--- src/sspq_pkg.sv ---
// ----------------------------------------------------------------------------
// Stable sorted priority queue package
// Shared types and constants for the queue cells and the top level.
// ----------------------------------------------------------------------------
package sspq_pkg;

  localparam int unsigned KeyBits     = 16;
  localparam int unsigned PayloadBits = 16;
  localparam int unsigned CountBits   = 5;

  typedef enum logic [0:0] {
    CmdInsert = 1'b0,
    CmdRemove = 1'b1
  } cmd_e;

  typedef enum logic [1:0] {
    OpHold   = 2'd0,
    OpInsert = 2'd1,
    OpRemove = 2'd2
  } op_e;

  typedef struct packed {
    cmd_e                   cmd;
    logic [KeyBits-1:0]     key;
    logic [PayloadBits-1:0] payload;
  } sspq_req_t;

  typedef struct packed {
    logic                   head_valid;
    logic [KeyBits-1:0]     head_key;
    logic [PayloadBits-1:0] head_payload;
    logic [CountBits-1:0]   entry_count;
    logic                   dropped;
  } sspq_rsp_t;

  typedef struct packed {
    logic                   valid;
    logic [KeyBits-1:0]     key;
    logic [PayloadBits-1:0] payload;
  } sspq_entry_t;

  typedef struct packed {
    op_e                    op;
    logic                   order_mode;
    logic [KeyBits-1:0]     key;
    logic [PayloadBits-1:0] payload;
  } sspq_ctrl_t;

endpackage

--- src/sspq_cell.sv ---
// ----------------------------------------------------------------------------
// Queue cell
// Holds one entry and either keeps it, takes the new word, takes its left
// neighbor's entry on an insert, or takes its right neighbor's on a removal.
// ----------------------------------------------------------------------------
module sspq_cell import sspq_pkg::*; (
  input  logic        clk_i,
  input  logic        rst_ni,
  input  sspq_ctrl_t  ctrl_i,
  input  sspq_entry_t left_i,
  input  sspq_entry_t right_i,
  input  logic        found_i,
  output logic        found_o,
  output sspq_entry_t entry_o
);

  logic                   valid_q, valid_d;
  logic [KeyBits-1:0]     key_q, key_d;
  logic [PayloadBits-1:0] payload_q, payload_d;
  logic                   match;

  // The insert position is the first cell that is empty or, in ordered mode,
  // holds a strictly greater key.
  assign match   = !valid_q || (ctrl_i.order_mode && (key_q > ctrl_i.key));
  assign found_o = found_i || match;

  always_comb begin
    valid_d   = valid_q;
    key_d     = key_q;
    payload_d = payload_q;
    unique case (ctrl_i.op)
      OpInsert: begin
        if (found_i) begin
          valid_d   = left_i.valid;
          key_d     = left_i.key;
          payload_d = left_i.payload;
        end else if (match) begin
          valid_d   = 1'b1;
          key_d     = ctrl_i.key;
          payload_d = ctrl_i.payload;
        end
      end
      OpRemove: begin
        valid_d   = right_i.valid;
        key_d     = right_i.key;
        payload_d = right_i.payload;
      end
      default: begin
      end
    endcase
  end

  always_ff @(posedge clk_i or negedge rst_ni) begin
    if (!rst_ni) begin
      valid_q <= 1'b0;
    end else begin
      valid_q <= valid_d;
    end
  end

  always_ff @(posedge clk_i) begin
    key_q     <= key_d;
    payload_q <= payload_d;
  end

  assign entry_o = '{valid: valid_q, key: key_q, payload: payload_q};

endmodule

--- src/stable_sorted_priority_queue.sv ---
// ----------------------------------------------------------------------------
// Stable sorted priority queue
// Bounded priority queue kept as a sorted row of cells, head in cell zero.
// ----------------------------------------------------------------------------
// The queue takes one insert or removal word in every clock cycle and never
// raises busy. Each accepted word yields exactly one result on the cycle after
// acceptance, marked by result_valid_o; the receiver cannot stall it. The
// insert position is resolved combinationally by a found chain that runs through
// all CAPACITY cells, so that chain sets the clock rate for large capacities.
module stable_sorted_priority_queue import sspq_pkg::*; #(
  parameter int unsigned CAPACITY = 16
) (
  input  logic      clk_i,
  input  logic      rst_ni,
  input  logic      start,
  output logic      busy,
  input  sspq_req_t req_i,
  output logic      result_valid_o,
  output sspq_rsp_t rsp_o,
  input  logic      cfg_valid_i,
  output logic      cfg_ready_o,
  input  logic      cfg_data_i
);

  localparam int unsigned CntW = $clog2(CAPACITY + 1);

  logic            order_mode_q;
  logic [CntW-1:0] count_q, count_d;
  logic            dropped_q, dropped_d;
  logic            strobe_q;
  logic            accept;
  logic            full;
  logic            empty;
  sspq_ctrl_t      ctrl;
  sspq_entry_t     cells [CAPACITY];
  logic [CAPACITY:0] found;

  assign busy        = 1'b0;
  assign cfg_ready_o = 1'b1;
  assign accept      = start && !busy;
  assign full        = (count_q == CntW'(CAPACITY));
  assign empty       = (count_q == '0);

  always_comb begin
    ctrl.op         = OpHold;
    ctrl.order_mode = order_mode_q;
    ctrl.key        = req_i.key;
    ctrl.payload    = req_i.payload;
    count_d         = count_q;
    dropped_d       = 1'b0;
    if (accept) begin
      unique case (req_i.cmd)
        CmdInsert: begin
          if (full) begin
            dropped_d = 1'b1;
          end else begin
            ctrl.op = OpInsert;
            count_d = count_q + 1'b1;
          end
        end
        CmdRemove: begin
          if (!empty) begin
            ctrl.op = OpRemove;
            count_d = count_q - 1'b1;
          end
        end
        default: begin
        end
      endcase
    end
  end

  assign found[0] = 1'b0;

  for (genvar i = 0; i < CAPACITY; i++) begin : g_cell
    sspq_entry_t left, right;
    if (i == 0) begin : g_first
      assign left = '0;
    end else begin : g_mid_left
      assign left = cells[i-1];
    end
    if (i == CAPACITY - 1) begin : g_last
      assign right = '0;
    end else begin : g_mid_right
      assign right = cells[i+1];
    end
    sspq_cell u_cell (
      .clk_i   (clk_i),
      .rst_ni  (rst_ni),
      .ctrl_i  (ctrl),
      .left_i  (left),
      .right_i (right),
      .found_i (found[i]),
      .found_o (found[i+1]),
      .entry_o (cells[i])
    );
  end

  always_ff @(posedge clk_i or negedge rst_ni) begin
    if (!rst_ni) begin
      order_mode_q <= 1'b1;
      count_q      <= '0;
      dropped_q    <= 1'b0;
      strobe_q     <= 1'b0;
    end else begin
      if (cfg_valid_i && cfg_ready_o) begin
        order_mode_q <= cfg_data_i;
      end
      count_q   <= count_d;
      dropped_q <= dropped_d;
      strobe_q  <= accept;
    end
  end

  assign result_valid_o     = strobe_q;
  assign rsp_o.head_valid   = cells[0].valid;
  assign rsp_o.head_key     = cells[0].valid ? cells[0].key : '0;
  assign rsp_o.head_payload = cells[0].valid ? cells[0].payload : '0;
  assign rsp_o.entry_count  = CountBits'(count_q);
  assign rsp_o.dropped      = dropped_q;

  a_count_bound: assert property (@(posedge clk_i) disable iff (!rst_ni)
    count_q <= CntW'(CAPACITY))
    else $error("Entry count exceeds capacity.");

  a_head_matches_count: assert property (@(posedge clk_i) disable iff (!rst_ni)
    cells[0].valid == (count_q != '0))
    else $error("Head cell valid disagrees with entry count.");

  a_insert_grows: assert property (@(posedge clk_i) disable iff (!rst_ni)
    (accept && req_i.cmd == CmdInsert && !full) |=> (count_q == $past(count_q) + 1'b1))
    else $error("Accepted insert did not add an entry.");

  a_drop_only_full: assert property (@(posedge clk_i) disable iff (!rst_ni)
    (accept && !(req_i.cmd == CmdInsert && full)) |=> !dropped_q)
    else $error("Drop flagged on a word that was not a full insert.");

  a_tail_empty_when_not_full: assert property (@(posedge clk_i) disable iff (!rst_ni)
    !full |-> !cells[CAPACITY-1].valid)
    else $error("Last cell holds an entry while the queue is not full.");

endmodule

--- config.mk ---
export PLATFORM = sky130hd
export DESIGN_NAME = stable_sorted_priority_queue
export DESIGN_NICKNAME = d
export VERILOG_FILES = /design/src/sspq_pkg.sv /design/src/sspq_cell.sv /design/src/stable_sorted_priority_queue.sv
export SDC_FILE = /design/constraint.sdc
export NUM_CORES = 2
export LEC_CHECK = 0
export BUFFER_PORTS_ARGS = -buffer_cell sky130_fd_sc_hd__buf_4
export CAP_MARGIN = 20
export CORE_MARGIN = 1
export CORE_UTILIZATION = 39
export CTS_CLUSTER_SIZE = 20
export DETAILED_ROUTE_END_ITERATION = 10
export PLACE_DENSITY = 0.58
export REMOVE_ABC_BUFFERS = 1
export SETUP_SLACK_MARGIN = 0.1
export SYNTH_ARGS = -nofsm -noshare
export SYNTH_HDL_FRONTEND = slang
export SYNTH_SLANG_ARGS = --single-unit
--- constraint.sdc ---
create_clock -name clk_i -period 5.59 [get_ports clk_i]
set_clock_uncertainty 0.2 [all_clocks]
set_input_delay 0.559 -clock clk_i [delete_from_list [all_inputs] [get_ports clk_i]]
set_output_delay 0.559 -clock clk_i [all_outputs]
set_load 0.01 [all_outputs]
== Word-level counts from Yosys, hierarchy flattened ==
Cells that the tools add are included.

* Bits in registers: 536
* Input port bits: 38

* Add/subtract/negate cells: 2
* Order comparisons: 16
* Equal/unequal tests: 21
* Multiplexer cells: 153
* Bitwise logic cells: 1
* Reductions and logical operators: 81

{| class="wikitable"
|+ Operator list
! operator !! number
|-
| $mux 16 || 64
|-
| $pmux 16 s2 || 32
|-
| $gt 16x16->1 || 16
|-
| $ne 3x1->1 const B || 15
|-
| $mux 1 || 35
|-
| $pmux 1 s2 || 16
|-
| $reduce_and 2->1 || 16
|-
| $logic_or 1x1->1 || 30
|-
| $logic_and 1x1->1 || 16
|-
| $logic_not 1->1 || 16
|-
| $mux 5 || 2
|-
| $pmux 5 s2 || 1
|-
| $add 5x1->5 const B || 1
|-
| $eq 5x5->1 const B || 1
|-
| $logic_not 5->1 || 1
|-
| $sub 5x1->5 const B || 1
|-
| $mux 2 || 2
|-
| $ne 2x2->1 const B || 2
|-
| $pmux 2 s2 || 1
|-
| $reduce_and 3->1 || 1
|-
| $eq 2x1->1 const B || 1
|-
| $eq 2x2->1 const B || 1
|-
| $ne 2x1->1 const B || 1
|-
| $reduce_bool 2->1 || 1
|-
| $not 1->1 || 1
|}

== Depth between registers and ports, before layout ==
* Word-level depth: 19
* Mapped depth: 14

== By module ==
From an unflattened synthesis, not the netlist that was laid out.

* Cells, all modules: 3432
* Area total of the unflattened synthesis: 34718.3 sq um

{| class="wikitable"
|+ Modules (own cells, without submodules)
! module !! instances !! cells an instance !! area each (sq um) !! seq. area each (sq um)
|-
| sspq_cell at g_cell[0].u_cell ... || 12 || 209 || 2125.8 || 985.9
|-
| sspq_cell at g_cell[6].u_cell ... || 4 || 209 || 2114.5 || 985.9
|-
| stable_sorted_priority_queue || 1 || 88 || 750.7 || 201.4
|}

== Least setup slack after synthesis ==
Ideal clock, no wire load.

* Path kind: input to register
* Start: in req_i[21] in the netlist's numbering
* End: reg g_cell[10].u_cell.key_q[0], enable pin
* Setup time: 440 ps
* Arrival time: 4330 ps
* Path slack: 620 ps
* Cell stages on the path: 10
* Path buffers: 2
* Cell sequence: inv_1 -> ha_1 -> nand4_1 -> o21bai_1 -> a311o_1 -> a32o_1 -> and2_1 -> clkbuf_1 -> clkbuf_1 -> a41oi_1

* Cells in the longest elaborated chain, start to end: 14
* Elaborated cells on any way between the ends: 44
* Classes of those cells: 11 x order compare; 1 x eq/ne; 32 x reduce/logical

{| class="wikitable"
|+ Ends and longest elaborated chain
! element !! line !! RTL
|-
| start: declaration || stable_sorted_priority_queue.sv:17 || <nowiki>input sspq_req_t req_i,</nowiki>
|-
| $gt 16x16->1 || sspq_cell.sv:24 || <nowiki>assign match = !valid_q || (ctrl_i.order_mode && (key_q > ctrl_i.key));</nowiki>
|-
| $logic_and 1x1->1 || sspq_cell.sv:24 ||
|-
| $logic_or 1x1->1 || sspq_cell.sv:24 ||
|-
| $logic_or 1x1->1 (9 in a row) || sspq_cell.sv:25 || <nowiki>assign found_o = found_i || match;</nowiki>
|-
| $ne 3x1->1 (no line) * || -- ||
|-
| $reduce_and 2->1 (no line) * || -- ||
|-
| end signal: assignment || sspq_cell.sv:62 || <nowiki>key_q <= key_d;</nowiki>
|-
| end: declaration || sspq_cell.sv:18 || <nowiki>logic [KeyBits-1:0] key_q, key_d;</nowiki>
|}

Mark *: on every way between the ends. The rest lies on a longest branch, timed or not.
A chain may end at the register's enable or synchronous reset.

== Worst setup path after layout ==
* Start: in req_i[26] in the netlist's numbering
* End: reg g_cell[12].u_cell.key_q[1], data pin

* Cells in the longest elaborated chain, start to end: 16
* Elaborated cells on any way between the ends: 49
* Classes of those cells: 12 x order compare; 2 x mux; 35 x reduce/logical

{| class="wikitable"
|+ Ends and longest elaborated chain
! element !! line !! RTL
|-
| $gt 16x16->1 || sspq_cell.sv:24 ||
|-
| $logic_and 1x1->1 || sspq_cell.sv:24 ||
|-
| $logic_or 1x1->1 || sspq_cell.sv:24 ||
|-
| $logic_or 1x1->1 (10 in a row) || sspq_cell.sv:25 ||
|-
| $logic_or 1x1->1 * || sspq_cell.sv:25 ||
|-
| $mux 16 * || sspq_cell.sv:33 || <nowiki>if (found_i) begin</nowiki>
|-
| $pmux 16 s2 * || sspq_cell.sv:31 || <nowiki>unique case (ctrl_i.op)</nowiki>
|-
| named net g_cell[12].u_cell.key_d[1] || sspq_cell.sv:18 ||
|-
| end signal: assignment || sspq_cell.sv:62 ||
|-
| end: declaration || sspq_cell.sv:18 ||
|}

The timed path passes the listed nets; every way through them passes the cells marked *.

==> qor.txt <==
nets -> 3612
final period utilization -> 79.28%
register area share after synthesis -> 46.72%
Final Wtd Congestion -> 0.9660
Most used DFF post-synth -> edfxtp_1
CP Class -> in2reg
Worst R2R Start -> g_cell[0].u_cell.key_q[1]
Chip Width -> 298.1 µm
capturing point of the worst reg2reg path -> g_cell[12].u_cell.key_q[1]
most frequent cells in the layout -> edfxtp_1 (512), nand2_1 (434), o21ai_0 (341)
Post-synth ARST share -> 4.478%
max_slew headroom -> 26.76%
Detail Route Antenna Nets -> 0
Cells after Synth -> 3348
number of remaining DRC errors -> 0
hpwl dp -> 78.63 mm
max-cap violations -> 0
total wire length -> 123.4 mm
final setup vio count -> 0
drt initial violations -> 3486
vias in the first global route -> 27180
drt wl/cell -> 27.31 µm
Synth Warn # -> 0
die area -> 88870 µm²
Hold Startpoint -> req_i[32]
layout cells sized above 1 -> 10.02%
endpoint class of the critical path -> register
clk slew on worst S/H paths -> 0.06 ns
worst-margin pin slew -> 1.099 ns
Reg2Reg Depth -> 12
Hold Path Class -> in2reg
RSZ-0062 raised after global routing -> false
hold slack -> 0.1022 ns
total CTS buffers -> 66
vias per cell -> 6.305
total power -> 0.01892 W
CTS root buffer -> clkbuf_16
final hold vios -> 0
worst skew pair latency -> 0.63 ns
largest net degree at the start of global routing -> 213
Req. time, crit path -> 5.81 ns
H-tree levels -> 3
status -> completed
Worst Hold Depth -> 4
drt first pass iters -> 6
mapped cell area -> 34200 µm²
initial antenna violation count -> 1
most common cell after layout, fill and taps aside -> edfxtp_1
first-pass GRT wire length -> 181.8 mm
# resized after CTS -> 0
n_diodes -> 0
Leakage -> 14.70 nW
Starting Density -> 39.42%
total global routing track utilization -> 27.10%
Congestion Overflow GR -> 0
CP Max Fanout -> 93
min cycle time layout -> 4.432 ns
die height -> 298.1 µm
Peak VDD IR -> 0.0004163 V
synthesis-to-finish area growth -> 12.56%
Mean Syn Cell Area -> 10.21 µm²
EDFF count, synth -> 512
Seq cells post-synth -> 536
Pwr Density -> 491.5 nW/µm²
IO buf count -> 77
Fmax -> 225.6 MHz
Final Max Tran Viols -> 0
Max clock buf depth -> 3
post-synth cell types -> 78
crit path DAT -> 4.65 ns
crit path launch type -> input port
r2r setup slk -> 1.32 ns
CTS tree -> yes
row count -> 108
CTS sink count -> 536
Vias -> 28490
Ports -> 80
Min-Delay Endpoint -> dropped_q
area of the core -> 86750 µm²
[metal layers]
metal,wire length (µm),part of all wire (%),vias to the layer above,global-route usage (%)
li1,-,-,12830,-
met1,54910,44,14010,39.39
met2,53410,43,1426,40.14
met3,10280,8.3,229,4.302
met4,4813,3.9,0,10.59
met5,0,0,-,0
[critical path, cell delays in order]
cell and delay, ns:
buf_4 0.13, inv_1 0.51, buf_4 0.31, ha_1 0.26, nand4_1 0.16, a2111oi_0 0.13
o41ai_4 0.72, nand3_2 0.22, buf_4 0.22, nor3_2 0.33, buf_4 0.22, buf_12 0.38
a41oi_1 0.17, a2bb2oi_1 0.28
[power by group]
part           leakage (nW)  switching (W)  total [W]  internal, W
logic                  8.51        0.00501    0.00761      0.00261
registers              5.17        0.00102    0.00701      0.00599
clock network          1.02        0.00187    0.00430      0.00243
total                  14.7        0.00789     0.0189       0.0110
[timing repair]
action / in CTS / in global routing
endpoints found under the hold margin: 26 / 0
setup buffers: 0 / 0
hold buffers: 4 / 0
[cells in the mapped netlist (50+ instances only)]
cell type / n / area (µm²)
o31ai_1: 99 / 743.2
nor2_1: 127 / 476.7
edfxtp_1: 512 / 15370
inv_1: 50 / 187.7
nand3_1: 65 / 325.3
o21ai_1: 53 / 265.3
buf_2: 52 / 260.3
o21ai_0: 341 / 1707
ha_1: 261 / 3266
mux2i_1: 237 / 2372
a41oi_1: 65 / 569.3
a21oi_1: 133 / 665.6
nand2_1: 434 / 1629
a2bb2oi_1: 158 / 1384
clkbuf_1: 233 / 874.6
a31oi_1: 132 / 825.8
[cells by family after synthesis]
family,share of synthesized area (%)
AND/OR/NAND/NOR,10.65
AO/OA/AOI/OAI,21.53
adder cells (fa/ha/maj),9.608
flip-flops,46.72
multiplexers,7.036
XOR/XNOR,0.1537
other,0.02196
buffers and inverters,4.274
[cell type report]
cell class,count,area (µm²)
fillers,8243,48260
multi-input cells,2454,16970
flip-flops and latches,536,15980
repair buffers,202,1797
clock buffers,84,1749
well taps,1155,1445
clock inverters,36,354.1
inverters,52,202.7
[sequential cells by signal (all words and copies together), names as in the netlist]
signal                   flops
g_cell.u_cell.key_q        256
g_cell.u_cell.payload_q    256
g_cell.u_cell.valid_q       16
count_q                      5
dropped_q                    1
order_mode_q                 1
result_valid_o               1
[per-stage QoR]
stage / instance area [µm²] / instances / setup TNS (ns) / util [%] / setup slack [ns]
floorplan: 32930 / 3042 / -9314.72 / - / -18.13
global placement: 36300 / 4393 / 0 / 41.84 / 0.7446
detailed placement: 36300 / 4393 / 0 / 41.84 / 0.6565
CTS: 38440 / 4517 / 0 / 44.31 / 1.293
global route: 38490 / 4519 / 0 / 44.37 / 1.094
finish: 38490 / 4519 / 0 / 44.37 / 1.158
[how the worst max path moves through the flow]
| stage | cells past startpoint | end | from |
|---|---|---|---|
| 3_3_place_gp | 11 | g_cell[12].u_cell.payload_q[11] | req_i[31] |
| 5_1_grt | 14 | g_cell[12].u_cell.key_q[1] | req_i[26] |
| 2_1_floorplan | 8 | g_cell[15].u_cell.valid_q | count_q[0] |
| 6_report | 14 | g_cell[12].u_cell.key_q[1] | req_i[26] |
| 4_1_cts | 11 | g_cell[12].u_cell.key_q[2] | req_i[31] |
| 3_5_place_dp | 11 | g_cell[12].u_cell.payload_q[0] | req_i[31] |
Note: power is estimated with default switching activity, not from simulation.
